**src/design/mbd_pkg.sv**
```systemverilog
// ----------------------------------------------------------------------------
// Mass dissimilarity package
// Shared constants, request codes and the command and status bundles that
// pass between the controller and the datapath.
// ----------------------------------------------------------------------------
package mbd_pkg;

  // Default sizes of the stored training table.
  localparam int DEF_MAX_INSTANCES = 1024;
  localparam int DEF_MAX_FEATURES  = 16;

  // Fixed field widths.
  localparam int REQ_W    = 2;
  localparam int IDX_W    = 10;
  localparam int FIDX_W   = 4;
  localparam int VAL_W    = 32;
  localparam int OUT_W    = 27;
  localparam int NI_W     = 11;
  localparam int NF_W     = 5;
  localparam int CFG_W    = 11;
  localparam int CFG_IDX_W = 1;
  localparam int SUM_W    = 48;
  localparam int LCNT_W   = 11;
  localparam int FRAC_SH  = 48;

  // Reset values of the configuration registers.
  localparam logic [NI_W-1:0] NI_RESET = NI_W'(1024);
  localparam logic [NF_W-1:0] NF_RESET = NF_W'(16);

  // Request codes.
  localparam logic [REQ_W-1:0] REQ_TRAIN = 2'd0;
  localparam logic [REQ_W-1:0] REQ_QUERY = 2'd1;
  localparam logic [REQ_W-1:0] REQ_LEAF  = 2'd2;

  // Configuration register indexes.
  localparam logic [CFG_IDX_W-1:0] CFG_NUM_INSTANCES = 1'd0;
  localparam logic [CFG_IDX_W-1:0] CFG_NUM_FEATURES  = 1'd1;

  // Commands from the controller to the datapath.
  typedef struct packed {
    logic accept;     // An item is taken this cycle.
    logic leaf_rd;    // Read the leaf row from the table.
    logic setup;      // Form the per-dimension bounds, clear counts.
    logic scan;       // Scan all stored rows.
    logic sq_start;   // Clear the square accumulator.
    logic sq;         // Accumulate squared counts.
    logic sqrt_start; // Load the square root unit.
    logic sqrt;       // Run the square root unit.
    logic div_start;  // Load the divider.
    logic div_avg;    // Divider operands: average instead of leaf term.
    logic div;        // Run the divider.
    logic accum;      // Add the leaf term to the running sum.
    logic emit;       // Present the average.
  } mbd_cmd_t;

  // Status from the datapath to the controller.
  typedef struct packed {
    logic scan_done;
    logic sq_done;
    logic sqrt_done;
    logic div_done;
    logic last;
  } mbd_stat_t;

endpackage

```
**src/design/mbd_ctrl.sv**
```systemverilog
// ----------------------------------------------------------------------------
// Mass dissimilarity controller
// Sequences a leaf item through read, scan, square sum, square root,
// division and accumulation, and the final averaging division.
// ----------------------------------------------------------------------------
module mbd_ctrl (
  input  logic                     clk,
  input  logic                     rst_n,
  input  logic                     start,
  input  logic [1:0]               req_type,
  input  mbd_pkg::mbd_stat_t       stat,
  output mbd_pkg::mbd_cmd_t        cmd,
  output logic                     busy
);
  import mbd_pkg::*;

  localparam logic [3:0] ST_IDLE     = 4'd0;
  localparam logic [3:0] ST_LEAF_RD  = 4'd1;
  localparam logic [3:0] ST_SETUP    = 4'd2;
  localparam logic [3:0] ST_SCAN     = 4'd3;
  localparam logic [3:0] ST_SQ       = 4'd4;
  localparam logic [3:0] ST_SQRT     = 4'd5;
  localparam logic [3:0] ST_DIV_LEAF = 4'd6;
  localparam logic [3:0] ST_ACC      = 4'd7;
  localparam logic [3:0] ST_DIV_AVG  = 4'd8;
  localparam logic [3:0] ST_EMIT     = 4'd9;

  logic [3:0] state_r, state_nxt;

  // State register.
  always_ff @(posedge clk) begin
    if (!rst_n) begin
      state_r <= ST_IDLE;
    end else begin
      state_r <= state_nxt;
    end
  end

  // Next state and commands.
  always_comb begin
    state_nxt = state_r;
    cmd       = '0;
    unique case (state_r)
      ST_IDLE: begin
        cmd.accept = start;
        if (start && req_type == REQ_LEAF) begin
          state_nxt = ST_LEAF_RD;
        end
      end
      ST_LEAF_RD: begin
        cmd.leaf_rd = 1'b1;
        state_nxt   = ST_SETUP;
      end
      ST_SETUP: begin
        cmd.setup = 1'b1;
        state_nxt = ST_SCAN;
      end
      ST_SCAN: begin
        cmd.scan = 1'b1;
        if (stat.scan_done) begin
          cmd.sq_start = 1'b1;
          state_nxt    = ST_SQ;
        end
      end
      ST_SQ: begin
        cmd.sq = 1'b1;
        if (stat.sq_done) begin
          cmd.sqrt_start = 1'b1;
          state_nxt      = ST_SQRT;
        end
      end
      ST_SQRT: begin
        cmd.sqrt = 1'b1;
        if (stat.sqrt_done) begin
          cmd.div_start = 1'b1;
          state_nxt     = ST_DIV_LEAF;
        end
      end
      ST_DIV_LEAF: begin
        cmd.div = 1'b1;
        if (stat.div_done) begin
          state_nxt = ST_ACC;
        end
      end
      ST_ACC: begin
        cmd.accum = 1'b1;
        if (stat.last) begin
          cmd.div_start = 1'b1;
          cmd.div_avg   = 1'b1;
          state_nxt     = ST_DIV_AVG;
        end else begin
          state_nxt = ST_IDLE;
        end
      end
      ST_DIV_AVG: begin
        cmd.div = 1'b1;
        if (stat.div_done) begin
          state_nxt = ST_EMIT;
        end
      end
      ST_EMIT: begin
        cmd.emit  = 1'b1;
        state_nxt = ST_IDLE;
      end
      default: begin
        state_nxt = ST_IDLE;
      end
    endcase
  end

  assign busy = (state_r != ST_IDLE);

endmodule

```
**config.mk**
```make
export PLATFORM = sky130hd
export DESIGN_NAME = mbd_ctrl
export DESIGN_NICKNAME = d
export VERILOG_FILES = /design/src/design/mbd_pkg.sv /design/src/design/mbd_ctrl.sv
export SDC_FILE = /design/constraint.sdc
export NUM_CORES = 1
export LEC_CHECK = 0
export BUFFER_PORTS_ARGS = -buffer_cell sky130_fd_sc_hd__buf_2
export CORE_AREA = 2 2 39 41
export CTS_CLUSTER_DIAMETER = 100
export DETAILED_ROUTE_END_ITERATION = 16
export DIE_AREA = 0 0 41 43
export PLACE_DENSITY = 0.56
export SLEW_MARGIN = 15
export SYNTH_ARGS = -nofsm -noshare
export SYNTH_HDL_FRONTEND = slang
export SYNTH_SLANG_ARGS = --single-unit
```
**constraint.sdc**
```tcl
create_clock -name clk -period 1.6 [get_ports clk]
set_input_delay 0.32 -clock clk [delete_from_list [all_inputs] [get_ports clk]]
set_output_delay 0.32 -clock clk [all_outputs]
set_load 0.01 [all_outputs]
```
Yosys cells after proc, flatten, opt, wreduce, memory -nomap -nowiden
Cells that the tools add are included. Widths: inputs -> output; s select.

Register bits: 4. Input bits: 10. Output and inout bits: 14. Word-level logic and storage cells: 45.

Equal/unequal tests: 16. Muxes and demuxes: 23. Reduce and logical (&&, ||, !) cells: 5.

Operators with widths (count): $pmux 4 s9 (1); $mux 4 (7); $eq 4x3->1 const B (4); $ne 2x2->1 const B (6); $mux 1 (11); $eq 4x2->1 const B (2); $eq 4x4->1 const B (2); $mux 2 (3); $reduce_and 6->1 (1); $eq 4x1->1 const B (1); $logic_not 4->1 (1); $reduce_bool 4->1 (1); $eq 2x2->1 const B (1); $pmux 1 s2 (1); $reduce_or 2->1 (1); $logic_and 1x1->1 (1).

Depth between registers and ports, before layout
Gate-level depths: netlist of the first run.

Depth in word-level cells: 4. Depth in mapped cells: 5. Mapped depth without buffers: 4.

Least setup slack after synthesis of the first run
No wires, ideal clock.

Path kind: register -> output. Start point: register state_r[0]. End point: output cmd[8] in the netlist's numbering. Data arrival time: 1.061 ns. Required time: 1.280 ns. Path slack: 0.219 ns. Stages on the path, launching flop included: 5. Path buffers: 1. Cells stage by stage: dfxtp_1 buf_4 nand2_1 nor3_1 and2_1.

RTL lines: from (decl) (line mbd_ctrl.sv:28) `logic [3:0] state_r, state_nxt;`; from (signal assigned) (line mbd_ctrl.sv:35) `state_r <= state_nxt;`; to (decl) (line mbd_ctrl.sv:12) `output mbd_pkg::mbd_cmd_t cmd,`.

==> flow_summary.toml, run 1 <==
[synth]
yosysWarnings = 0
synth_seq_area_share_pct = 20.3
syn_area_sq_um = 395
ys_ff_latch = 4
synthTopCellsByArea = "dfxtp_1 (20%), nor2_1 (7.6%), a2111oi_4 (7.0%)"
synth_largest_area_cell = "dfxtp_1"
synth_cells = 53
avgSynthCellArea_sq_um = 7.46
synth_top_cell_area_share_pct = 20.3
synth_cell_type_count = 26
synthesis.nets = 63

[clocking]
clockRootBuffer = "clkbuf_4"
clk_pin_slew_worst_paths_ns = 0.04
cts_setup_buffers = 0
insertion_delay_ns = 0.24
cts_buffers = 3
htreeDepth = 1
cts_tree = "yes"
clock_path_buffers = 2
clock-sinks = 4

[global_route]
grt_util_all_layers_pct = 13.8
antenna_found_initial = 0
grt_pass1_vias = 407
grt-ovfl-total = 0
grt_max_degree = 10
grt_pass1_wl_mm = 1.63

[routing]
detail_route.vias_per_cell = 4.94
ant_nets = 0
wl_per_cell_um = 11.7
routed_wl_mm = 1.10
drtIter0Drc = 10
drtPass1Iterations = 4
via_count = 464
drc = 0

[sta]
period_share_pct = 93.7
worst_slew_margin_rel_pct = 75.2
fin_crit_ns = 1.50
fmax_mhz = 667
finalSetupViolCount = 0
rsz0062_at_grt = "false"
fin_skew_ns = 0.00980
tightest_slew_ns = 0.372
tns_ns = 0
slew_violations = 0
hold_viol = 0

[critical_path]
crit_family = "flip-flops"
cpPeakStageDelay_ns = 0.36
critPathBufInv = 2
start_kind = "flop"
crit_start = "state_r[2]"
reg2reg_to = "state_r[0]"
critPathMaxFanout = 7
crit_required_ns = 1.28
rrSetupSlack_ns = 0.31
crit_type = "reg -> out"
reg2reg_from = "state_r[2]"
cp.arrival_ns = 1.18
end_kind = "output pin"
path_cells = "buf_4 > nor3_2 > and2_1 > buf_2"
critPathSlowestCell = "dfxtp_2"
ff2ff_path_depth = 4

[final_layout]
reg.largest.list = "state_r: 4 flops"
final_common_cell = "buf_2"
drive_above_1_share_pct = 50.0
largest_reg_flops = 4
final_core_util_pct = 41.3
finalNetCount = 90
area_delta_synth_final_pct = 44.6
stdcell_count = 94
n_antenna_cell = 0
fillCellCount = 157
layout_common_cells = "buf_2 (23), nor2_1 (7)"
top_register = "state_r"

[hold_path]
min_to = "state_r[3]"
whs_path_depth = 2
hp-start = "rst_n"
hold_class = "in -> reg"

[power]
leakagePower_nw = 0.280
power_density_nw_per_um2 = 781
ir_drop_uv = 401

[placed_design]
placed_cells = 91
post-dp-hpwl_um = 890
port_buffers = 23
gp_congestion = 0.715

[floorplanning]
coreArea_sq_um = 1380
die_x_um = 41
dieArea_sq_um = 1760
placementRows = 14
io-pin-count = 24
start_util_pct = 28.6
die_h_um = 43

[job]
cap_violations = 0

[status]
status = "completed"
## logic make-up after synthesis
| logic type | after synthesis | share of synthesized area [%] |
|---|---|---|
| compound gates | 12 | 27.5 |
| simple gates | 30 | 42.4 |
| buf+inv | 6 | 7.28 |
| flops | 4 | 20.3 |
| mux | 1 | 2.53 |
## Yosys cell counts
| cell | number |
|---|---|
| a21oi_2 | 1 |
| o32ai_2 | 1 |
| o21ai_0 | 1 |
| o2111ai_1 | 1 |
| nand2_1 | 3 |
| dfxtp_1 | 4 |
| nor3_1 | 4 |
| buf_4 | 1 |
| a2111oi_4 | 1 |
| buf_2 | 2 |
| o21ai_1 | 1 |
| nor2_1 | 8 |
| nor2b_1 | 3 |
| a22oi_1 | 1 |
| inv_1 | 2 |
| o21a_1 | 1 |
| nand2b_4 | 1 |
| nand2b_1 | 3 |
| nor4b_1 | 1 |
| and3_1 | 3 |
| and2_1 | 2 |
| a21oi_1 | 3 |
| nor3b_1 | 2 |
| o211ai_1 | 1 |
| mux2i_1 | 1 |
| clkbuf_1 | 1 |
## power by group
group	switching (mW)	total [mW]	leakage, nW	internal (mW)
clock network	0.0418	0.126	0.0138	0.0839
logic	0.0966	0.176	0.231	0.0793
registers	0.0283	0.145	0.0350	0.117
## layer usage
layer	wire (um)	global-route usage (%)	vias up
met5	0	0	-
met4	0	10.0	0
met2	545	20.9	15
li1	-	-	241
met1	486	16.7	208
met3	69	1.57	0
## final cells by class
cell class                      instances  area (sq um)  share of cell area (%)
Clock buffer                            3          22.5                    3.94
Inverter                                2          7.51                    1.31
Multi-Input combinational cell         43           294                    51.4
Sequential cell                         4          90.1                    15.8
Tap cell                               16          20.0                    3.50
Timing Repair Buffer                   26           138                    24.1
## per-stage QoR
step	area, sq um	setup WS, ns	power (mW)	hold slack (ns)
detailed placement	532	0.143	0.317	0.595
global placement	532	0.187	0.314	0.603
CTS	558	0.0119	0.450	0.354
floorplan	395	0.219	0.257	0.438
finish	572	0.101	0.447	0.368
global route	572	0.0240	0.483	0.353
## worst max path at each step
stage                    to  slack [ns]  cells after the start
finish               cmd[8]        0.10                      4
global route        cmd[12]        0.02                      4
CTS                 cmd[10]        0.01                      4
detailed placement   cmd[8]        0.14                      4
global placement     cmd[8]        0.19                      4
floorplan            cmd[8]        0.22                      4
## timing repair
item	in CTS	in global routing
hold buffers	0	0
endpoints found under the hold margin	0	0
setup endpoints to repair	6	5
resized for setup	3	5
Note: power is estimated with default switching activity, not from simulation.
==> inputs of run 2 (changes only) <==
Settings changed: BUFFER_PORTS_ARGS -buffer_cell sky130_fd_sc_hd__buf_2 to -buffer_cell sky130_fd_sc_hd__clkbuf_2, CTS_CLUSTER_SIZE set to 12.
Clock period 1.6 ns to 1.82 ns, I/O delays scaled along.
==> run 2 against run 1 <==
Compared with the run above:
- critical path depth unchanged
- global-route usage down 0.92 points
- first-iteration DRC count down 10%
- worst hold slack better by 0.021 ns
==> flow_summary.toml, run 2 (synthesis results as in run 1) <==
[clocking]
clk_pin_slew_worst_paths_ns = 0.04
cts_tree = "yes"
htreeDepth = 1
cts_buffers = 3
clock_path_buffers = 2
clockRootBuffer = "clkbuf_4"
insertion_delay_ns = 0.24
clock-sinks = 4

[placed_design]
placed_cells = 89
gp_congestion = 0.698
port_buffers = 23
post-dp-hpwl_um = 777

[final_layout]
area_delta_synth_final_pct = 37.3
final_common_cell = "clkbuf_2"
drive_above_1_share_pct = 44.7
multiInputGateArea_sq_um = 287
top_register = "state_r"
seq_area_sq_um = 83.8
n_antenna_cell = 0
final_core_util_pct = 39.2
largest_reg_flops = 4
finalNetCount = 88
reg.largest.list = "state_r: 4 flops"
stdcell_count = 92
fillCellCount = 158
layout_common_cells = "clkbuf_2 (23), nor2_1 (8), nor3_1 (4)"

[routing]
routed_wl_um = 976
drtIter0Drc = 9
wl_per_cell_um = 10.6
ant_nets = 0
drc = 0
drtPass1Iterations = 4
detail_route.vias_per_cell = 4.80
via_count = 442

[power]
p_clk_share_pct = 28.3
total_power_mw = 0.386
power.switching_mw = 0.144
combPwrFrac_pct = 38.8
power.internal_mw = 0.242
p_sw_share_pct = 37.2
ir_drop_uv = 386
seqPwrFrac_pct = 32.9
power_density_nw_per_um2 = 711
leakagePower_nw = 0.253

[critical_path]
crit_type = "reg -> out"
path_cells = "nand2b_4 > nor2_1 > and2_1 > clkbuf_2"
cp.arrival_ns = 1.32
end_kind = "output pin"
crit_required_ns = 1.46
crit_start = "state_r[3]"
critPathBufInv = 1
start_kind = "flop"
crit_family = "flip-flops"
reg2reg_from = "state_r[3]"
critPathSlowestCell = "dfxtp_1"
cpPeakStageDelay_ns = 0.50
critPathMaxFanout = 11

[sta]
hold_viol = 0
rsz0062_at_grt = "false"
fin_crit_ns = 1.69
finalSetupViolCount = 0
fin_skew_ns = 0.00153
tightest_slew_ns = 0.375
worst_slew_margin_rel_pct = 75.0
fmax_mhz = 593
tns_ns = 0
period_share_pct = 92.7
fin_hold_ws_ns = 0.389
slew_violations = 0

[global_route]
antenna_found_initial = 0
grt_pass1_wl_mm = 1.48
grt_util_all_layers_pct = 12.8
grt_max_degree = 13
grt_pass1_vias = 349
grt-ovfl-total = 0

[job]
cap_violations = 0

[hold_path]
hp-start = "rst_n"
hold_class = "in -> reg"

[floorplanning]
die_x_um = 41
dieArea_sq_um = 1760
start_util_pct = 28.6
io-pin-count = 24
die_h_um = 43
coreArea_sq_um = 1380
placementRows = 14

[status]
status = "completed"
## run 2: changes by cell type in the layout (fill, tap and decap cells not counted), sizes merged
cell	delta
buf	-25
clkbuf	+23
## run 2: final cells by class
cell class,instances,share of cell area [%]
Sequential cell,4,15.4
Inverter,2,1.38
Tap cell,16,3.69
Clock buffer,3,4.15
Timing Repair Buffer,24,22.6
Multi-Input combinational cell,43,52.8
## run 2: power by group through the flow
stage / Clock (mW) / Sequential [mW] / Combinational [mW]
5_1_grt: 0.120 / 0.131 / 0.167
6_report: 0.109 / 0.127 / 0.150
3_3_place_gp: 0 / 0.126 / 0.152
4_1_cts: 0.115 / 0.125 / 0.151
2_1_floorplan: 0 / 0.106 / 0.120
3_5_place_dp: 0 / 0.126 / 0.150
## run 2: path summary, 6_finish.rpt
path                end  slack, ns  depth (start not counted)
min reg2reg  state_r[2]       0.61                          2
min          state_r[3]       0.39                          2
max              cmd[3]       0.13                          4
max reg2reg  state_r[1]       0.45                          4
## run 2: worst register-to-register path, delay by kind of cell (launching register included)
kind	cells	cell delay (ns)
AO/OA/AOI/OAI	2	0.52
flip-flops	1	0.39
AND/OR/NAND/NOR	2	0.34
## run 2: timing repair
item,in CTS,in global routing
setup buffers,0,0
hold buffers,0,0
endpoints found under the setup margin,0,3
resized for setup,0,3
## run 2: metal layers
| metal | wire length, um | GRT usage (%) |
|---|---|---|
| met5 | 0 | 0 |
| met4 | 23 | 10.0 |
| met3 | 63 | 3.14 |
| met2 | 435 | 16.3 |
| met1 | 454 | 17.6 |
## run 2: per-stage QoR
stage                     worst slack, ns  instance area [sq um]
after global routing               0.0331                    543
final                               0.133                    543
after CTS                          0.0110                    539
after floorplan                     0.395                    395
after detailed placement            0.278                    517
after global placement              0.279                    517
==> inputs of run 3 (changes only) <==
Settings changed: PLACE_DENSITY 0.56 to 0.58.
Clock period 1.82 ns to 1.4 ns, I/O delays scaled along.
==> run 3 against run 2 <==
Compared with the run above:
- the run now ends with setup timing left
- register-to-register slack worse by 0.44 ns
- routed wire length is 44% higher
- setup slack worse by 0.17 ns
- clock-buffer cell count stayed put
- clock skew hardly changed
- sequential share of layout area is 3.8 points lower
- utilization is 20 points higher
- non-clock buffer count is 15 higher
- sequential cell count stayed put
- sequential power is 31% higher
- worst hold slack worse by 0.062 ns
- combinational power is 140% higher
- largest cell class unchanged
==> flow_summary.toml, run 3 (synthesis results as in run 1) <==
[status]
status = "finished with violations"
violations = "setup timing"

[sta]
tightest_slew_ns = 0.370
fmax_mhz = 696
slew_violations = 0
hold_viol = 0
tns_ns = -0.217
finalSetupViolCount = 9
fin_skew_ns = 0.00195
fin_crit_ns = 1.44
rsz0062_at_grt = "true"
worst_slew_margin_rel_pct = 75.4
fin_hold_ws_ns = 0.327
period_share_pct = 103
fin_ws_ns = -0.0378

[routing]
ant_nets = 0
detail_route.vias_per_cell = 4.96
wl_per_cell_um = 13.2
via_count = 531
routed_wl_mm = 1.41
drtIter0Drc = 5
drc = 0
drtPass1Iterations = 4

[floorplanning]
start_util_pct = 28.6
dieArea_sq_um = 1760
coreArea_sq_um = 1380
die_h_um = 43
io-pin-count = 24
placementRows = 14
die_x_um = 41

[clocking]
htreeDepth = 1
cts_buffers = 3
holdBufCountCts = 0
clk_pin_slew_worst_paths_ns = 0.04
clockRootBuffer = "clkbuf_4"
insertion_delay_ns = 0.23
clock_path_buffers = 2
cts_tree = "yes"
clock-sinks = 4

[global_route]
grt-ovfl-total = 0
grt_pass1_wl_mm = 1.90
use_met1_pct = 19.9
antenna_found_initial = 0
globalRouteMet3Util_pct = 2.09
grt_util_all_layers_pct = 15.5
grtUsageMet2_pct = 25.0
grt_pass1_vias = 438
globalRoute.busiestLayer = "met2"
grt_max_degree = 9

[hold_path]
min_to = "state_r[3]"
hp-start = "rst_n"
hold_class = "in -> reg"
whs_path_depth = 2

[placed_design]
gp_congestion = 0.766
port_buffers = 23
post-dp-hpwl_um = 942
dpl_cell_area_sq_um = 569

[critical_path]
reg2reg_to = "state_r[0]"
end_kind = "output pin"
critPathMaxFanout = 5
crit_type = "reg -> out"
rrSetupSlack_ns = 0.01
start_kind = "flop"
reg2reg_from = "state_r[0]"
cp.arrival_ns = 1.16
ff2ff_path_depth = 5
crit_required_ns = 1.12

[final_layout]
layout_common_cells = "clkbuf_2 (13), buf_6 (11), buf_4 (8)"
reg.largest.list = "state_r: 4 flops"
final_core_util_pct = 59.0
finish.instance_area_sq_um = 817
largest_reg_flops = 4
final_common_cell = "clkbuf_2"
finalNetCount = 103
top_register = "state_r"
area_delta_synth_final_pct = 107
n_antenna_cell = 0
drive_above_1_share_pct = 71.4

[job]
cap_violations = 0

[power]
leakagePower_nw = 0.375
ir_drop_uv = 543
power_density_nw_per_um2 = 806
==> run 3: worst max-delay path, stage by stage (launching register included) <==
cell     delay [ns]
dfxtp_4        0.36
buf_6          0.14
nor2_4         0.14
and3_4         0.19
buf_6          0.09
==> run 3: area by class of cell <==
cell class	count	area (sq um)
Sequential cell	4	95.1
Inverter	2	7.51
Tap cell	16	20.0
Fill cell	126	567
Multi-Input combinational cell	43	373
Timing Repair Buffer	39	299
Clock buffer	3	22.5
==> run 3: report_power, final <==
| group | internal (mW) | switching [mW] |
|---|---|---|
| Clock | 0.0954 | 0.0404 |
| Sequential | 0.130 | 0.0371 |
| Combinational | 0.195 | 0.161 |
| Total | 0.420 | 0.238 |
==> run 3: worst max-delay path by stage <==
stage	start	to	slack, ns	cells after the start
after floorplan	state_r[0]	cmd[8]	0.06	4
after global placement	state_r[0]	cmd[12]	0.08	4
after detailed placement	state_r[1]	cmd[8]	0.06	4
after CTS	state_r[2]	cmd[8]	-0.04	4
after global routing	state_r[1]	cmd[11]	-0.11	3
final	state_r[0]	cmd[6]	-0.04	4
==> run 3: metrics by stage <==
step                std cells  power, mW  setup WS [ns]
CTS                       100      0.569        -0.0383
detailed placement         96      0.388         0.0608
global route              107      0.713         -0.111
global placement           96      0.388         0.0822
finish                    107      0.659        -0.0378
floorplan                  53      0.294         0.0585
==> run 3: what timing repair did <==
item	4_1_cts	5_1_grt
resized for setup	27	24
pin swaps	4	7
setup endpoints to repair	12	10
cloned	1	0
hold endpoints to repair	0	0
setup buffers	0	7
==> run 3: metal layers <==
| layer | routed length, um | part of all wire [%] |
|---|---|---|
| met1 | 559 | 40 |
| met2 | 744 | 53 |
| met3 | 71 | 5.0 |
| met4 | 32 | 2.3 |
| met5 | 0 | 0 |
